===== config.mk =====
export PLATFORM = sky130hd
export DESIGN_NAME = cmat_fifo
export DESIGN_NICKNAME = d
export VERILOG_FILES = /design/src/hw/rtl/cmat_pkg.sv /design/src/hw/rtl/cmat_fifo.sv
export SDC_FILE = /design/constraint.sdc
export NUM_CORES = 1
export LEC_CHECK = 0
export BUFFER_PORTS_ARGS = -buffer_cell sky130_fd_sc_hd__buf_2
export CORE_ASPECT_RATIO = 0.8
export CORE_MARGIN = 5
export CORE_UTILIZATION = 35
export CTS_CLUSTER_DIAMETER = 60
export CTS_CLUSTER_SIZE = 12
export DETAILED_ROUTE_END_ITERATION = 10
export GPL_ROUTABILITY_DRIVEN = 0
export PLACE_DENSITY = 0.69
export SYNTH_ARGS = -nofsm -noshare
export SYNTH_HDL_FRONTEND = slang
export SYNTH_SLANG_ARGS = --single-unit

===== constraint.sdc =====
create_clock -name clk_i -period 4.04 [get_ports clk_i]
set_input_delay 0.404 -clock clk_i [delete_from_list [all_inputs] [get_ports clk_i]]
set_output_delay 0.404 -clock clk_i [all_outputs]
set_load 0.01 [all_outputs]

===== src/hw/rtl/cmat_pkg.sv =====
package cmat_pkg;

  localparam int unsigned ChanW          = 4;
  localparam int unsigned PriceW         = 24;
  localparam int unsigned BandW          = 10;
  localparam int unsigned CfgIdxW        = 1;
  localparam int unsigned NumChannelsDef = 16;
  localparam int unsigned WindowDef      = 5;

  typedef enum logic [1:0] {
    TrendUp   = 2'd0,
    TrendDown = 2'd1,
    TrendFlat = 2'd2
  } trend_e;

  typedef enum logic [CfgIdxW-1:0] {
    CfgPriceBand = 1'b0,
    CfgAvgBand   = 1'b1
  } cfg_reg_e;

  typedef enum logic [2:0] {
    SIdle,
    SHist,
    SCalc,
    SMul,
    SAvg
  } back_state_e;

  typedef struct packed {
    logic [BandW-1:0] price_band;
    logic [BandW-1:0] avg_band;
  } cmat_cfg_t;

  typedef struct packed {
    logic [ChanW-1:0]         channel;
    logic signed [PriceW-1:0] price;
  } cmat_in_t;

  typedef struct packed {
    logic [ChanW-1:0]         channel_out;
    trend_e                   price_trend;
    logic signed [PriceW-1:0] average;
    trend_e                   average_trend;
  } cmat_out_t;

endpackage


===== src/hw/rtl/cmat_fifo.sv =====
module cmat_fifo
  import cmat_pkg::*;
#(
  parameter int unsigned Width = 8,
  parameter int unsigned Depth = 2
) (
  input  logic             clk_i,
  input  logic             rst_ni,
  input  logic             push_i,
  input  logic [Width-1:0] data_i,
  output logic             full_o,
  input  logic             pop_i,
  output logic [Width-1:0] data_o,
  output logic             empty_o
);

  localparam int unsigned PtrW = (Depth > 1) ? $clog2(Depth) : 1;
  localparam int unsigned CntW = $clog2(Depth + 1);

  logic [Width-1:0] mem_q [Depth];
  logic [PtrW-1:0]  wr_ptr_q, rd_ptr_q;
  logic [CntW-1:0]  cnt_q;
  logic             do_push, do_pop;

  assign full_o  = (cnt_q == CntW'(Depth));
  assign empty_o = (cnt_q == '0);
  assign data_o  = mem_q[rd_ptr_q];
  assign do_push = push_i && !full_o;
  assign do_pop  = pop_i && !empty_o;

  always_ff @(posedge clk_i or negedge rst_ni) begin
    if (!rst_ni) begin
      wr_ptr_q <= '0;
      rd_ptr_q <= '0;
      cnt_q    <= '0;
    end else begin
      if (do_push) begin
        wr_ptr_q <= (wr_ptr_q == PtrW'(Depth - 1)) ? '0 : wr_ptr_q + 1'b1;
      end
      if (do_pop) begin
        rd_ptr_q <= (rd_ptr_q == PtrW'(Depth - 1)) ? '0 : rd_ptr_q + 1'b1;
      end
      if (do_push && !do_pop) begin
        cnt_q <= cnt_q + 1'b1;
      end else if (do_pop && !do_push) begin
        cnt_q <= cnt_q - 1'b1;
      end
    end
  end

  always_ff @(posedge clk_i) begin
    if (do_push) begin
      mem_q[wr_ptr_q] <= data_i;
    end
  end

  a_cnt_bound: assert property (@(posedge clk_i) disable iff (!rst_ni)
    cnt_q <= CntW'(Depth))
    else $error("queue count beyond depth");

  a_push_lands: assert property (@(posedge clk_i) disable iff (!rst_ni)
    (do_push && !do_pop) |=> !empty_o)
    else $error("transfer into queue lost");

endmodule


==> metrics.txt <==
run status=complete, no violations; routed wire length per instance=13.1 microns; Total Routing Usage GR=8.29%; PortBufs=21; dominant synthesized flop cell=edfxtp_1; DRC viols=0; Worst-path clk slew=110 ps; post-cts sizing count=0; Die Area=3290 sq um; final std cells w/o fill=94; DIE HEIGHT=52.3 microns; Worst EP required=3640 ps; Syn Inst Count=44; met2 usage=13.8%; Min-Delay Path Class=in -> reg; top cells by count, synth=16 x edfxtp_1, 6 x mux2_1, 4 x dfrtp_1, 3 x nor2_1; Worst-Skew Late Latency=290 ps; Yosys cell types=15; Final #Nets=83; Root Driver=clkbuf_4; ys async rst share=20.0%; Max Freq=557 MHz; syn_area_per_cell=17.8 sq um; io pins=22; Worst Path Max Fanout=9; Post-CTS Setup Repair Bufs=0; Slew HR=58.1%; row count=15; final hold violation count=0; H-tree levels=1; GR Util met1=9.76%; setup TNS=0 ps; endpoint class of the critical path=output port; Initial Util=36.5%; Post-DP Area=913 sq um; RSZ-0062 raised after global routing=no; Worst Tran Pin Value=626 ps; Post-synth EDFFs=16; leak pwr=0.000406 uW; net count after synthesis=57; Setup Crit Path Kind=reg -> out; first-pass GRT wire length=2060 microns; final worst path period share=44.5%; VDD IR max=356 uV; CTS Hold Buffers Added=1; Area Overhead vs Synth=24.8%; Max Cap Viol=0; post-route ant nets=0; vias in the first global route=446; ranking of synthesized cells by area=edfxtp_1 61%, dfrtp_1 13%, mux2_1 8.6%, mux2_2 2.9%, xnor2_1 2.2%; Setup Viol. Count Final=0; CTS Buf Count=3; layout cells sized above 1=42.0%; Power Density=717 nW/um^2; vias per cell=4.46; area leader, netlist=edfxtp_1; Pre-antenna DRT Iters=2; clk sinks=20; yosys warns=0; die width=62.8 microns; grt peak-use layer=met2; Worst Setup Start Kind=flip-flop; core area=2140 sq um; synthesized area=782 sq um; CTS tree=done; grt total ovfl=0; flops & latches, synth=20; DR vias=419; worst clock skew=6.08 ps; Filler cells=203; cell count after placement=89; Seq/Total Area, Yosys=74.2%; Final Cell Area=976 sq um; M3 GR Usage=5.15%; Power Total=700 uW; initial antenna violation count=0; Tmin final=1800 ps; antenna diode count=0; initial drt markers=5; final wirelength=1230 microns; largest net degree at the start of global routing=13; area share of the largest cell type after synthesis=61.4%; Slew Limit Fails=0; Max clock buf depth=2; cell with the most instances after synthesis=edfxtp_1; CP arrival=1390 ps
[placed cells by master, fill, tap and decap left out]
cell type | synthesis | routed
buf_2 | 1 | 21
edfxtp_1 | 16 | 16
mux2_1 | 6 | 6
dfrtp_1 | 4 | 4
nor2_1 | 3 | 3
clkbuf_4 | 0 | 3
mux2_2 | 2 | 2
inv_1 | 2 | 2
xnor2_1 | 2 | 2
xor2_1 | 2 | 2
nand2b_1 | 1 | 1
nand2_2 | 1 | 1
o21ai_1 | 1 | 1
and3_1 | 1 | 1
xnor2_2 | 1 | 1
ha_1 | 1 | 1
bufinv_16 | 0 | 1
dlygate4sd3_1 | 0 | 1
[per-layer routing]
metal / routed length, microns / part of all wire, % / vias to the layer above
met5: 0 / 0 / -
met4: 0 / 0 / 0
met2: 576 / 47 / 17
li1: - / - / 207
met3: 108 / 8.8 / 0
met1: 546 / 44 / 195
[flip-flops by register name, summed over array words and instances (netlist names)]
signal / flops
wr_ptr_q: 1
mem_q: 16
cnt_q: 2
rd_ptr_q: 1
[critical path: stages, from the launching register on]
cell and delay (ps):
dfrtp_1 580, mux2_2 380, buf_2 140
[cell type report]
| cell class | count | area (sq um) | area share (%) |
|---|---|---|---|
| sequential | 20 | 581 | 59.5 |
| multi-input combinational | 21 | 189 | 19.4 |
| timing repair buffer | 22 | 115 | 11.8 |
| tap | 25 | 31.3 | 3.21 |
| clock inverter | 1 | 30.0 | 3.08 |
| clock buffer | 3 | 22.5 | 2.31 |
| inverter | 2 | 7.51 | 0.769 |
[kinds of logic (layout without fill, tap and decap cells)]
family          Yosys count  after routing  share of synthesized area (%)
simple gates              6              6                           3.84
flops                    20             20                           74.2
mux                       8              8                           11.5
xor+xnor                  5              5                           6.56
fa+ha+maj                 1              1                           1.60
compound gates            1              1                          0.639
buf+inv                   3             28                           1.60
[power breakdown]
group | internal (uW) | switching, uW | leakage (uW)
sequential | 288 | 46.0 | 0.000195
clock | 100 | 58.8 | 0.0000279
combinational | 106 | 101 | 0.000183
[per-stage QoR]
| step | hold WS (ps) | utilization [%] | setup slack [ps] |
|---|---|---|---|
| 2_1_floorplan | 108 | - | 2650 |
| 3_3_place_gp | 214 | 42.7 | 2520 |
| 3_5_place_dp | 215 | 42.7 | 2450 |
| 4_1_cts | 279 | 45.6 | 2200 |
| 5_1_grt | 264 | 45.6 | 2150 |
| 6_report | 291 | 45.6 | 2240 |
[worst paths after layout]
kind                                         endpoint  slack (ps)                  from  depth (start not counted)
worst max-delay path                        data_o[2]        2240  rd_ptr_q$_DFFE_PN0P_                          2
worst min-delay path            mem_q[1][3]$_DFFE_PP_         290             data_i[3]                          1
worst max register to register  mem_q[0][7]$_DFFE_PP_        2460  cnt_q[0]$_DFFE_PN0P_                          3
worst min register to register   cnt_q[1]$_DFFE_PN0P_         530  cnt_q[1]$_DFFE_PN0P_                          1
max in group asynchronous        rd_ptr_q$_DFFE_PN0P_        3500                rst_ni                          2
min in group asynchronous        cnt_q[1]$_DFFE_PN0P_         420                rst_ni                          2
Note: power is estimated with default switching activity, not from simulation.
