[src/hw/rtl/cmat_pkg.sv]
package cmat_pkg;

  localparam int unsigned ChanW          = 4;
  localparam int unsigned PriceW         = 24;
  localparam int unsigned BandW          = 10;
  localparam int unsigned CfgIdxW        = 1;
  localparam int unsigned NumChannelsDef = 16;
  localparam int unsigned WindowDef      = 5;

  typedef enum logic [1:0] {
    TrendUp   = 2'd0,
    TrendDown = 2'd1,
    TrendFlat = 2'd2
  } trend_e;

  typedef enum logic [CfgIdxW-1:0] {
    CfgPriceBand = 1'b0,
    CfgAvgBand   = 1'b1
  } cfg_reg_e;

  typedef enum logic [2:0] {
    SIdle,
    SHist,
    SCalc,
    SMul,
    SAvg
  } back_state_e;

  typedef struct packed {
    logic [BandW-1:0] price_band;
    logic [BandW-1:0] avg_band;
  } cmat_cfg_t;

  typedef struct packed {
    logic [ChanW-1:0]         channel;
    logic signed [PriceW-1:0] price;
  } cmat_in_t;

  typedef struct packed {
    logic [ChanW-1:0]         channel_out;
    trend_e                   price_trend;
    logic signed [PriceW-1:0] average;
    trend_e                   average_trend;
  } cmat_out_t;

endpackage

[src/hw/rtl/cmat_fifo.sv]
module cmat_fifo
  import cmat_pkg::*;
#(
  parameter int unsigned Width = 8,
  parameter int unsigned Depth = 2
) (
  input  logic             clk_i,
  input  logic             rst_ni,
  input  logic             push_i,
  input  logic [Width-1:0] data_i,
  output logic             full_o,
  input  logic             pop_i,
  output logic [Width-1:0] data_o,
  output logic             empty_o
);

  localparam int unsigned PtrW = (Depth > 1) ? $clog2(Depth) : 1;
  localparam int unsigned CntW = $clog2(Depth + 1);

  logic [Width-1:0] mem_q [Depth];
  logic [PtrW-1:0]  wr_ptr_q, rd_ptr_q;
  logic [CntW-1:0]  cnt_q;
  logic             do_push, do_pop;

  assign full_o  = (cnt_q == CntW'(Depth));
  assign empty_o = (cnt_q == '0);
  assign data_o  = mem_q[rd_ptr_q];
  assign do_push = push_i && !full_o;
  assign do_pop  = pop_i && !empty_o;

  always_ff @(posedge clk_i or negedge rst_ni) begin
    if (!rst_ni) begin
      wr_ptr_q <= '0;
      rd_ptr_q <= '0;
      cnt_q    <= '0;
    end else begin
      if (do_push) begin
        wr_ptr_q <= (wr_ptr_q == PtrW'(Depth - 1)) ? '0 : wr_ptr_q + 1'b1;
      end
      if (do_pop) begin
        rd_ptr_q <= (rd_ptr_q == PtrW'(Depth - 1)) ? '0 : rd_ptr_q + 1'b1;
      end
      if (do_push && !do_pop) begin
        cnt_q <= cnt_q + 1'b1;
      end else if (do_pop && !do_push) begin
        cnt_q <= cnt_q - 1'b1;
      end
    end
  end

  always_ff @(posedge clk_i) begin
    if (do_push) begin
      mem_q[wr_ptr_q] <= data_i;
    end
  end

  a_cnt_bound: assert property (@(posedge clk_i) disable iff (!rst_ni)
    cnt_q <= CntW'(Depth))
    else $error("queue count beyond depth");

  a_push_lands: assert property (@(posedge clk_i) disable iff (!rst_ni)
    (do_push && !do_pop) |=> !empty_o)
    else $error("transfer into queue lost");

endmodule

[src/hw/rtl/cmat_front.sv]
module cmat_front
  import cmat_pkg::*;
#(
  parameter int unsigned NUM_CHANNELS = NumChannelsDef,
  localparam int unsigned ChW = (NUM_CHANNELS > 1) ? $clog2(NUM_CHANNELS) : 1
) (
  input  logic           clk_i,
  input  logic           rst_ni,
  input  logic           push_i,
  input  cmat_in_t       in_data_i,
  output logic           full_o,
  input  logic           pop_i,
  output logic           empty_o,
  output logic [ChW-1:0] idx_o,
  output cmat_in_t       item_o
);

  localparam int unsigned MapN = 1 << ChanW;
  localparam int unsigned QW   = ChW + $bits(cmat_in_t);

  // channel number folded onto the channels that have state
  function automatic logic [MapN-1:0][7:0] chan_map_f(int unsigned n);
    logic [MapN-1:0][7:0] m;
    int unsigned v;
    for (int unsigned i = 0; i < MapN; i++) begin
      v = i;
      for (int unsigned k = 0; k < MapN; k++) begin
        if (v >= n) begin
          v = v - n;
        end
      end
      m[i] = v[7:0];
    end
    return m;
  endfunction

  localparam logic [MapN-1:0][7:0] ChanMap = chan_map_f(NUM_CHANNELS);

  logic [ChW-1:0] idx;
  logic [QW-1:0]  q_din, q_dout;

  assign idx   = ChanMap[in_data_i.channel][ChW-1:0];
  assign q_din = {idx, in_data_i};

  cmat_fifo #(
    .Width(QW),
    .Depth(2)
  ) u_cmd_q (
    .clk_i  (clk_i),
    .rst_ni (rst_ni),
    .push_i (push_i),
    .data_i (q_din),
    .full_o (full_o),
    .pop_i  (pop_i),
    .data_o (q_dout),
    .empty_o(empty_o)
  );

  assign idx_o  = q_dout[QW-1 -: ChW];
  assign item_o = cmat_in_t'(q_dout[$bits(cmat_in_t)-1:0]);

endmodule

[config.mk]
export PLATFORM = sky130hd
export DESIGN_NAME = cmat_front
export DESIGN_NICKNAME = d
export VERILOG_FILES = /design/src/hw/rtl/cmat_pkg.sv /design/src/hw/rtl/cmat_fifo.sv /design/src/hw/rtl/cmat_front.sv
export SDC_FILE = /design/constraint.sdc
export NUM_CORES = 1
export LEC_CHECK = 0
export ABC_CLOCK_PERIOD_IN_PS = 2200
export BUFFER_PORTS_ARGS = -buffer_cell sky130_fd_sc_hd__buf_2
export CAP_MARGIN = 20
export CORE_MARGIN = 2
export CORE_UTILIZATION = 40
export CTS_CLUSTER_SIZE = 14
export DETAILED_ROUTE_END_ITERATION = 12
export PLACE_DENSITY = 0.67
export SLEW_MARGIN = 20
export SYNTH_ARGS = -nofsm -noshare
export SYNTH_HDL_FRONTEND = slang
export SYNTH_SLANG_ARGS = --single-unit
[constraint.sdc]
create_clock -name clk_i -period 2.2 [get_ports clk_i]
set_input_delay 0.11 -clock clk_i [delete_from_list [all_inputs] [get_ports clk_i]]
set_output_delay 0.11 -clock clk_i [all_outputs]
set_load 0.005 [all_outputs]
==> run summary, run 1 <==
slowest stage delay, CP: 600 ps
Worst EP required: 2090 ps
Initial Utilization: 41.4%
Overall Power: 4.00 mW
Peak VDD IR: 0.000760 V
Port Buffers: 65
Setup crit end kind: output port
Setup WS pre-CTS: 668 ps
sw power: 1.04 mW
crit start category: flop
H-tree levels: 3
worst path cell trace: buf_12 -> mux2_2 -> buf_2
maximum fanout along the worst path: 21
Worst Path Arrival: 1660 ps
Yosys warnings: 0
row cnt: 27
CTS Buffer Depth: 2
I/O pins: 66
worst skew pair latency: 320 ps
1st-pass router iterations: 4
leak pwr: 1.29 nW
Detail Route Antenna Nets: 0
GRT Util Overall: 13.8%
Die Height: 79.7 um
Pins Over Slew Limit: 0
1st-iter DRT viols: 87
CP top delay family: flip-flops
share of cells above drive strength 1: 51.2%
post-CTS sizing: 0
max cap viols: 0
cts hold-fix bufs: 29
pin count of the biggest net entering global routing: 29
CP Class: flop to output port
post-synthesis average cell area: 20.9 um^2
routability cong.: 0.675
number of global-route vias before repair: 1389
Seq cells post-synth: 60
initial antenna violation count: 0
worst-margin pin slew: 426 ps
FF+latch area: 1780 um^2
core area: 5540 um^2
Post-Syn Instances: 110
status: completed
Setup Skew: 4.77 ps
# setup viols final: 0
cell internal pwr: 2.96 mW
RSZ-0062 raised after global routing: no
post-CTS setup buffers: 0
syn_nets: 143
Clk pin slew, worst setup/hold paths: 60 ps
CP max stage cell: dfrtp_1
Reg power frac: 42.3%
Clock Power Share: 28.6%
PnR worst setup slack: 433 ps
buffers and inverters on the worst path: 2
clock root cell: clkbuf_8
WL/cell: 14.3 um
Multi-input gate area: 444 um^2
post-DP HPWL: 2670 um
fillcell total: 459
Mapped Area: 2290 um^2
cell area after layout: 3210 um^2
Comb pwr share: 29.1%
setup tns final: 0 ps
final non-filler cell total: 289
DIE WIDTH: 79.7 um
post-layout minimum cycle time: 1770 ps
# clock sinks: 60
Synth cell types: 16
Seq/Total Area, Yosys: 77.6%
vias per cell: 4.56
grt ovf: 0
Cells after DPL: 244
fmax: 566 MHz
Residual DRC: 0
TritonCTS clock tree: yes
part of the cycle the worst path needs: 80.3%
switch share: 25.9%
first-pass GRT wire length: 6350 um
Num CTS Buffers: 9
Final nets: 245
via total after detailed routing: 1317
Synth-to-Final Area Change: 40.0%
Slew headroom: 71.6%
die area: 6360 um^2
Post-Route WL: 4130 um
hold crit path type: input port to asynchronous set/reset pin
Antenna diodes: 0
Post-DP Area: 2690 um^2
pwr/cell area: 1240 nW/um^2
Final Hold Viols: 0
-- synthesized netlist by cell type --
master / number / area share [%]
mux2_2: 18 / 8.8
o21ai_1: 1 / 0.22
nor2_1: 3 / 0.49
nand2_1: 1 / 0.16
mux2_4: 10 / 6.5
nand2b_1: 1 / 0.27
buf_6: 1 / 0.49
ha_1: 1 / 0.55
and3_1: 1 / 0.27
dfrtp_1: 4 / 4.4
buf_4: 5 / 1.6
buf_8: 1 / 0.65
inv_1: 2 / 0.33
edfxtp_1: 56 / 73
xnor2_1: 3 / 1.1
xor2_1: 2 / 0.76
-- power groups by stage --
stage / registers [mW] / clock network (mW) / logic, mW
after detailed placement: 1.72 / 0 / 1.14
after CTS: 1.69 / 1.17 / 1.19
final: 1.69 / 1.14 / 1.16
after global routing: 1.72 / 1.22 / 1.27
after global placement: 1.70 / 0 / 1.12
after floorplan: 1.66 / 0 / 0.793
-- sequential cells by signal, indices dropped and copies added, names as in the netlist --
name,count
u_cmd_q.wr_ptr_q,1
u_cmd_q.cnt_q,2
u_cmd_q.rd_ptr_q,1
u_cmd_q.mem_q,56
-- through the flow --
stage | hold slack (ps) | utilization (%)
global placement | -82.5 | 48.6
detailed placement | -78.8 | 48.6
CTS | 102 | 58.0
global route | 131 | 58.0
finish | 122 | 58.0
floorplan | -186 | -
-- final cells by class --
class | count | share of cell area (%)
Multi-Input combinational cell | 41 | 13.8
Tap cell | 72 | 2.80
Inverter | 2 | 0.234
Clock inverter | 6 | 3.19
Sequential cell | 60 | 55.5
Timing Repair Buffer | 98 | 20.5
Clock buffer | 10 | 3.97
-- worst reg2reg max path, stage by stage, from the launching register on --
cell and delay, ps:
dfrtp_1 430, nand2b_1 200, nand2_1 150, inv_1 80, ha_1 200, xor2_1 140, nor2_1 130, xor2_1 150
-- kinds of logic (layout without fill, tap and decap cells) --
family	Yosys count	count (layout)	share of synthesized area, %
adders and majority gates	1	1	0.545
DFF	60	60	77.6
and+or+nand+nor	6	6	1.20
AOI/OAI and AO/OA	1	1	0.218
muxes	28	28	15.4
buffers and inverters	9	116	3.11
xor gates and xnor gates	5	5	1.91
-- cells in the final DEF, fill, tap and decap left out, drive strengths merged --
master       instances
bufinv               3
and3                 1
xnor2                3
nand2b               1
inv                  2
ha                   1
nor2                 3
dlygate4sd3         29
mux2                28
clkinv               3
clkbuf              10
nand2                1
o21ai                1
buf                 69
xor2                 2
dfrtp                4
edfxtp              56
-- routing by layer --
| layer | vias up | track usage, % | wire, um |
|---|---|---|---|
| met5 | - | 0 | 0 |
| met2 | 49 | 23.3 | 2140 |
| met1 | 647 | 16.1 | 1730 |
| met4 | 0 | 6.61 | 20 |
| met3 | 3 | 3.96 | 245 |
| li1 | 618 | - | - |
-- final timing paths --
check                                 start               end  slack (ps)  cells after the start
hold reg to reg            u_cmd_q.wr_ptr_q  u_cmd_q.wr_ptr_q         520                      1
min in group clk_i                   push_i  u_cmd_q.wr_ptr_q         130                      3
setup / recovery           u_cmd_q.rd_ptr_q         item_o[6]         430                      3
setup reg to reg           u_cmd_q.cnt_q[0]  u_cmd_q.cnt_q[1]         650                      7
max in group asynchronous            rst_ni  u_cmd_q.wr_ptr_q        1960                      2
hold / removal                       rst_ni  u_cmd_q.cnt_q[0]         120                      2
No activity file was read; power rests on OpenSTA's default activity.
==> run 2: changes to the inputs <==
--- a/config.mk
+++ b/config.mk
@@ -5,7 +5,7 @@
 export SDC_FILE = /design/constraint.sdc
 export NUM_CORES = 1
 export LEC_CHECK = 0
-export ABC_CLOCK_PERIOD_IN_PS = 2200
+export ABC_CLOCK_PERIOD_IN_PS = 1460
 export BUFFER_PORTS_ARGS = -buffer_cell sky130_fd_sc_hd__buf_2
 export CAP_MARGIN = 20
 export CORE_MARGIN = 2
==> constraint.sdc (replaced) <==
create_clock -name clk_i -period 1.46 [get_ports clk_i]
set_input_delay 0.073 -clock clk_i [delete_from_list [all_inputs] [get_ports clk_i]]
set_output_delay 0.073 -clock clk_i [all_outputs]
set_load 0.005 [all_outputs]
==> run 2 against run 1 <==
Compared with the run above: critical endpoint is now item_o[0]; critical path depth stayed put; die area stayed put; global-route usage is 0.45 points higher; critical path type unchanged; the flow now finishes with violations (setup timing); non-clock buffer count is 10 higher; core utilization is 5.0 points higher; sequential power is 51% higher; final cell count is 3.5% higher.
==> run summary, run 2 (same netlist as run 1, synthesis figures left out) <==
status: finished, violations left
core area: 5540 um^2 (unchanged)
most common cell after layout, fill and taps aside: edfxtp_1
number of global-route vias before repair: 1408 (+1.4%)
GRT Util Overall: 14.2% (+0.45 points)
CP max stage cell: dfrtp_2
clock root cell: clkbuf_8
worst hold start: pop_i
Final nets: 255 (+4.1%)
via total after detailed routing: 1338 (+1.6%)
Num CTS Buffers: 9 (unchanged)
Overall Power: 6.68 mW (+67%)
Die Height: 79.7 um (unchanged)
Clock Power Share: 23.7% (-4.9 points)
pwr/cell area: 1910 nW/um^2 (+54%)
Antenna diodes: 0 (unchanged)
die area: 6360 um^2 (unchanged)
hold_ws: 12.7 ps (-110 ps)
Worst Hold End: u_cmd_q.rd_ptr_q
row cnt: 27 (unchanged)
Reg with most FFs: u_cmd_q.mem_q
hold crit path type: input port to flop
Peak VDD IR: 0.00132 V (+73%)
Final Hold Viols: 0 (unchanged)
r2r worst-path depth: 5 (-2)
Hold Path Depth: 3
routability cong.: 0.766 (+13%)
vias per cell: 4.47 (-1.8%)
share of cells above drive strength 1: 56.8% (+5.7 points)
WL/cell: 14.7 um (+2.8%)
maximum fanout along the worst path: 12 (-43%)
buffers and inverters on the worst path: 2 (unchanged)
Largest regs: u_cmd_q.mem_q: 56 flops, u_cmd_q.cnt_q: 2 flops
1st-iter DRT viols: 68 (-22%)
reg-to-reg setup timing slack: 40 ps (-610 ps)
initial antenna violation count: 0 (unchanged)
Reg power frac: 38.2% (-4.1 points)
Setup WS pre-CTS: -24.3 ps (-692 ps)
reg2reg start: u_cmd_q.cnt_q[1]
commonest cells after routing, fill and taps aside: 56 x edfxtp_1, 49 x buf_2, 29 x dlygate4sd3_1
CTS Buffer Depth: 2 (unchanged)
Slew headroom: 84.0% (+12 points)
Setup crit end kind: output port
worst-margin pin slew: 240 ps (-187 ps)
Port Buffers: 65 (unchanged)
post-layout util: 63.0% (+5.0 points)
Residual DRC: 0 (unchanged)
grt ovf: 0 (unchanged)
fmax: 666 MHz
RSZ-0062 raised after global routing: yes
DIE WIDTH: 79.7 um (unchanged)
crit start category: flop
I/O pins: 66 (unchanged)
failing checks: setup timing
Worst EP required: 1390 ps (-700 ps)
sw power: 1.79 mW (+73%)
Setup Skew: 5.90 ps (+1.14 ps)
first-pass GRT wire length: 6510 um (+2.5%)
cell internal pwr: 4.89 mW (+65%)
Initial Utilization: 41.4% (unchanged)
post-DP HPWL: 2810 um (+5.0%)
CP Class: flop to output port
post-layout minimum cycle time: 1500 ps
slowest stage delay, CP: 460 ps (-140 ps)
# setup viols final: 32 (+32)
Worst Path Arrival: 1430 ps (-230 ps)
part of the cycle the worst path needs: 103%
max reg flops: 56 (unchanged)
Post-Route WL: 4400 um (+6.4%)
Synth-to-Final Area Change: 52.1%
H-tree levels: 3 (unchanged)
leak pwr: 1.43 nW (+10%)
Pins Over Slew Limit: 0 (unchanged)
Comb pwr share: 38.1% (+9.0 points)
pin count of the biggest net entering global routing: 18 (-38%)
final non-filler cell total: 299 (+3.5%)
Clk pin slew, worst setup/hold paths: 70 ps (about the same)
worst skew pair latency: 330 ps (about the same)
# clock sinks: 60 (unchanged)
Cells after DPL: 246 (+0.82%)
TritonCTS clock tree: yes
switch share: 26.8% (+0.91 points)
PnR worst setup slack: -42.4 ps (-475 ps)
max cap viols: 0 (unchanged)
worst path cell trace: buf_12 -> mux2_2 -> buf_2
Detail Route Antenna Nets: 0 (unchanged)
worst flop-to-flop path endpoint: u_cmd_q.mem_q[0][14]
CP top delay family: flip-flops
1st-pass router iterations: 4 (unchanged)
==> run 2: repair_timing <==
item,4_1_cts,5_1_grt
hold buffers,29,0
pin swaps,2,2
endpoints found under the setup margin,23,33
setup buffers,5,2
resized for setup,23,9
hold endpoints to repair,60,0
gates cloned,0,1
==> run 2: power by group through the flow <==
stage	Sequential, mW	Clock, mW	Combinational, mW
2_1_floorplan	2.51	0	1.23
3_3_place_gp	2.52	0	1.87
3_5_place_dp	2.56	0	1.92
4_1_cts	2.52	1.61	2.39
5_1_grt	2.58	1.69	2.73
6_report	2.55	1.58	2.54
==> run 2: tightest hold or removal path, stage by stage <==
cell and delay [ps]:
buf_2 100, o21ai_2 70, xnor2_1 60
==> run 2: layout make-up <==
type,count,area [um^2]
Clock buffer,9,124
Clock inverter,7,91.3
Fill cell,407,2050
Inverter,2,7.51
Multi-Input combinational cell,41,505
Sequential cell,60,1780
Tap cell,72,90.1
Timing Repair Buffer,108,888
==> run 2: stage by stage <==
stage | cell area, um^2 | setup TNS, ps
5_1_grt | 3490 | -2090
4_1_cts | 3410 | -1050
3_5_place_dp | 2750 | -24.3
2_1_floorplan | 2320 | -203
3_3_place_gp | 2750 | 0
6_report | 3490 | -818
==> run 2: layer usage <==
metal | wire, um | global-route usage (%) | vias up | part of all wire [%]
met5 | 0 | 0 | - | 0
met4 | 55 | 6.61 | 0 | 1.3
met3 | 271 | 4.19 | 6 | 6.2
met2 | 2280 | 24.5 | 54 | 52
met1 | 1790 | 16.2 | 639 | 41
li1 | - | - | 639 | -
==> run 2: worst max path at each step <==
stage,cells after the start,endpoint,slack [ps],startpoint
5_1_grt,3,item_o[0],-90,u_cmd_q.rd_ptr_q
3_3_place_gp,7,u_cmd_q.cnt_q[1],110,u_cmd_q.cnt_q[0]
3_5_place_dp,7,u_cmd_q.cnt_q[1],-20,u_cmd_q.cnt_q[0]
4_1_cts,3,item_o[24],-70,u_cmd_q.rd_ptr_q
2_1_floorplan,3,u_cmd_q.mem_q[0][0],-7,u_cmd_q.cnt_q[0]
6_report,3,item_o[0],-40,u_cmd_q.rd_ptr_q
==> run 3: changes to the inputs <==
--- a/config.mk
+++ b/config.mk
@@ -13,6 +13,7 @@
 export CTS_CLUSTER_SIZE = 14
 export DETAILED_ROUTE_END_ITERATION = 12
 export PLACE_DENSITY = 0.67
+export SKIP_LAST_GASP = 1
 export SLEW_MARGIN = 20
 export SYNTH_ARGS = -nofsm -noshare
 export SYNTH_HDL_FRONTEND = slang
==> run 3 against run 2 <==
Compared with the run above: register-to-register slack improved by 20 ps; final cell count unchanged; largest power group unchanged; worst hold slack better by 52 ps; critical path type unchanged; the run still ends with setup timing left; critical endpoint is now item_o[22]; sequential cell count stayed put.
==> run summary, run 3 (same netlist as run 1, synthesis figures left out) <==
status: finished, violations left
failing checks: setup timing
cell area after layout: 3420 um^2 (-1.9%)
setup tns final: -778 ps (+40.8 ps)
part of the cycle the worst path needs: 103% (+0.28 points)
grt ovf: 0 (unchanged)
via total after detailed routing: 1337 (-0.075%)
sw power: 1.75 mW (-2.2%)
Initial Utilization: 41.4% (unchanged)
slowest stage delay, CP: 450 ps (about the same)
Final Hold Viols: 0 (unchanged)
fmax: 664 MHz (-0.27%)
Slew headroom: 83.7% (-0.33 points)
crit start category: flop
Pins Over Slew Limit: 0 (unchanged)
DIE WIDTH: 79.7 um (unchanged)
Die Height: 79.7 um (unchanged)
Port Buffers: 65 (unchanged)
Post-Route WL: 4350 um (-1.0%)
CP Class: flop to output port
worst skew pair latency: 330 ps (about the same)
Clock Power Share: 24.4% (+0.7 points)
# clock sinks: 60 (unchanged)
Reg power frac: 39.2% (+1.0 points)
Clk pin slew, worst setup/hold paths: 70 ps (about the same)
post-layout minimum cycle time: 1510 ps (+4.10 ps)
WL/cell: 14.6 um (-1.0%)
Num CTS Buffers: 9 (unchanged)
H-tree levels: 3 (unchanged)
1st-iter DRT viols: 28 (-59%)
Worst Path Arrival: 1430 ps (about the same)
pin count of the biggest net entering global routing: 18 (unchanged)
row cnt: 27 (unchanged)
post-DP HPWL: 2810 um (unchanged)
Worst EP required: 1390 ps (about the same)
core area: 5540 um^2 (unchanged)
RSZ-0062 raised after global routing: yes
first-pass GRT wire length: 6350 um (-2.4%)
CP max stage cell: dfrtp_2
initial antenna violation count: 0 (unchanged)
Setup Skew: 6.51 ps (+0.606 ps)
leak pwr: 1.37 nW (-3.9%)
# setup viols final: 30 (-6.3%)
worst-margin pin slew: 244 ps (+4.88 ps)
Largest regs: u_cmd_q.mem_q: 56 flops, u_cmd_q.cnt_q: 2 flops
Reg with most FFs: u_cmd_q.mem_q
Comb pwr share: 36.3% (-1.8 points)
max reg flops: 56 (unchanged)
routability cong.: 0.766 (unchanged)
Setup crit end kind: output port
Antenna diodes: 0 (unchanged)
hold_ws: 65.0 ps (+52.3 ps)
Peak VDD IR: 0.00127 V (-3.9%)
PnR worst setup slack: -46.5 ps (-4.10 ps)
vias per cell: 4.47 (about the same)
fillcell total: 428 (+5.2%)
switch share: 27.1% (+0.24 points)
maximum fanout along the worst path: 12 (unchanged)
CTS Buffer Depth: 2 (unchanged)
number of global-route vias before repair: 1381 (-1.9%)
Detail Route Antenna Nets: 0 (unchanged)
most common cell after layout, fill and taps aside: buf_2
worst path cell trace: buf_8 -> mux2_2 -> buf_2
clock root cell: clkbuf_8
Post-DP Area: 2750 um^2 (unchanged)
I/O pins: 66 (unchanged)
TritonCTS clock tree: yes
die area: 6360 um^2 (unchanged)
hold crit path type: input port to flop
pwr/cell area: 1890 nW/um^2 (-1.1%)
GRT Util Overall: 13.9% (-0.34 points)
commonest cells after routing, fill and taps aside: 57 x buf_2, 56 x edfxtp_1, 29 x dlygate4sd3_1
cell internal pwr: 4.72 mW (-3.3%)
Final nets: 255 (unchanged)
max cap viols: 0 (unchanged)
1st-pass router iterations: 4 (unchanged)
share of cells above drive strength 1: 57.7% (+0.88 points)
Residual DRC: 0 (unchanged)
Synth-to-Final Area Change: 49.2%
[run 3: through the flow]
step / cells / utilization, % / power, mW / setup WS [ps]
after CTS: 296 / 59.6 / 6.22 / -73.9
after floorplan: 110 / - / 3.74 / -7.25
after detailed placement: 246 / 49.7 / 4.48 / -24.3
after global routing: 299 / 61.8 / 6.78 / -95.5
final: 299 / 61.8 / 6.47 / -46.5
after global placement: 246 / 49.7 / 4.39 / 112
[run 3: layout make-up]
class | instances | area (um^2) | area share (%)
well taps | 72 | 90.1 | 2.63
clock buffers | 9 | 124 | 3.62
flip-flops and latches | 60 | 1780 | 52.1
clock inverters | 7 | 91.3 | 2.67
repair buffers | 108 | 837 | 24.5
multi-input cells | 41 | 489 | 14.3
inverters | 2 | 7.51 | 0.219
[run 3: final timing paths]
path                                   from               end  slack, ps  cells after the start
setup / recovery           u_cmd_q.rd_ptr_q        item_o[22]        -50                      3
hold / removal                        pop_i  u_cmd_q.rd_ptr_q         60                      3
setup reg to reg           u_cmd_q.cnt_q[0]  u_cmd_q.cnt_q[1]         60                      7
hold reg to reg            u_cmd_q.wr_ptr_q  u_cmd_q.wr_ptr_q        580                      1
max in group asynchronous            rst_ni  u_cmd_q.rd_ptr_q       1260                      2
min in group asynchronous            rst_ni  u_cmd_q.cnt_q[1]         70                      2
[run 3: routing by layer]
metal | routed length, um | vias to the layer above | share of wire (%) | track usage [%]
met5 | 0 | - | 0 | 0
met1 | 1810 | 643 | 42 | 15.8
met3 | 224 | 5 | 5.1 | 4.19
met4 | 55 | 0 | 1.3 | 6.61
li1 | - | 638 | - | -
met2 | 2260 | 51 | 52 | 23.8
[run 3: worst max-delay path, delay by kind of cell, from the launching register on]
kind,cells,cell delay (ps)
flip-flops,1,450
buffers and inverters,2,300
multiplexers,1,350
[run 3: power by group through the flow]
| stage | Clock [mW] | Combinational [mW] | Sequential [mW] |
|---|---|---|---|
| after global placement | 0 | 1.87 | 2.52 |
| final | 1.58 | 2.35 | 2.54 |
| after global routing | 1.69 | 2.52 | 2.58 |
| after floorplan | 0 | 1.23 | 2.51 |
| after detailed placement | 0 | 1.92 | 2.56 |
| after CTS | 1.61 | 2.09 | 2.52 |
[run 3: what timing repair did]
item	in CTS	in global routing
pin swaps	2	3
gates cloned	0	1
endpoints found under the setup margin	23	40
setup buffers	5	2
resized for setup	2	16
hold endpoints to repair	60	0
hold buffers	29	0
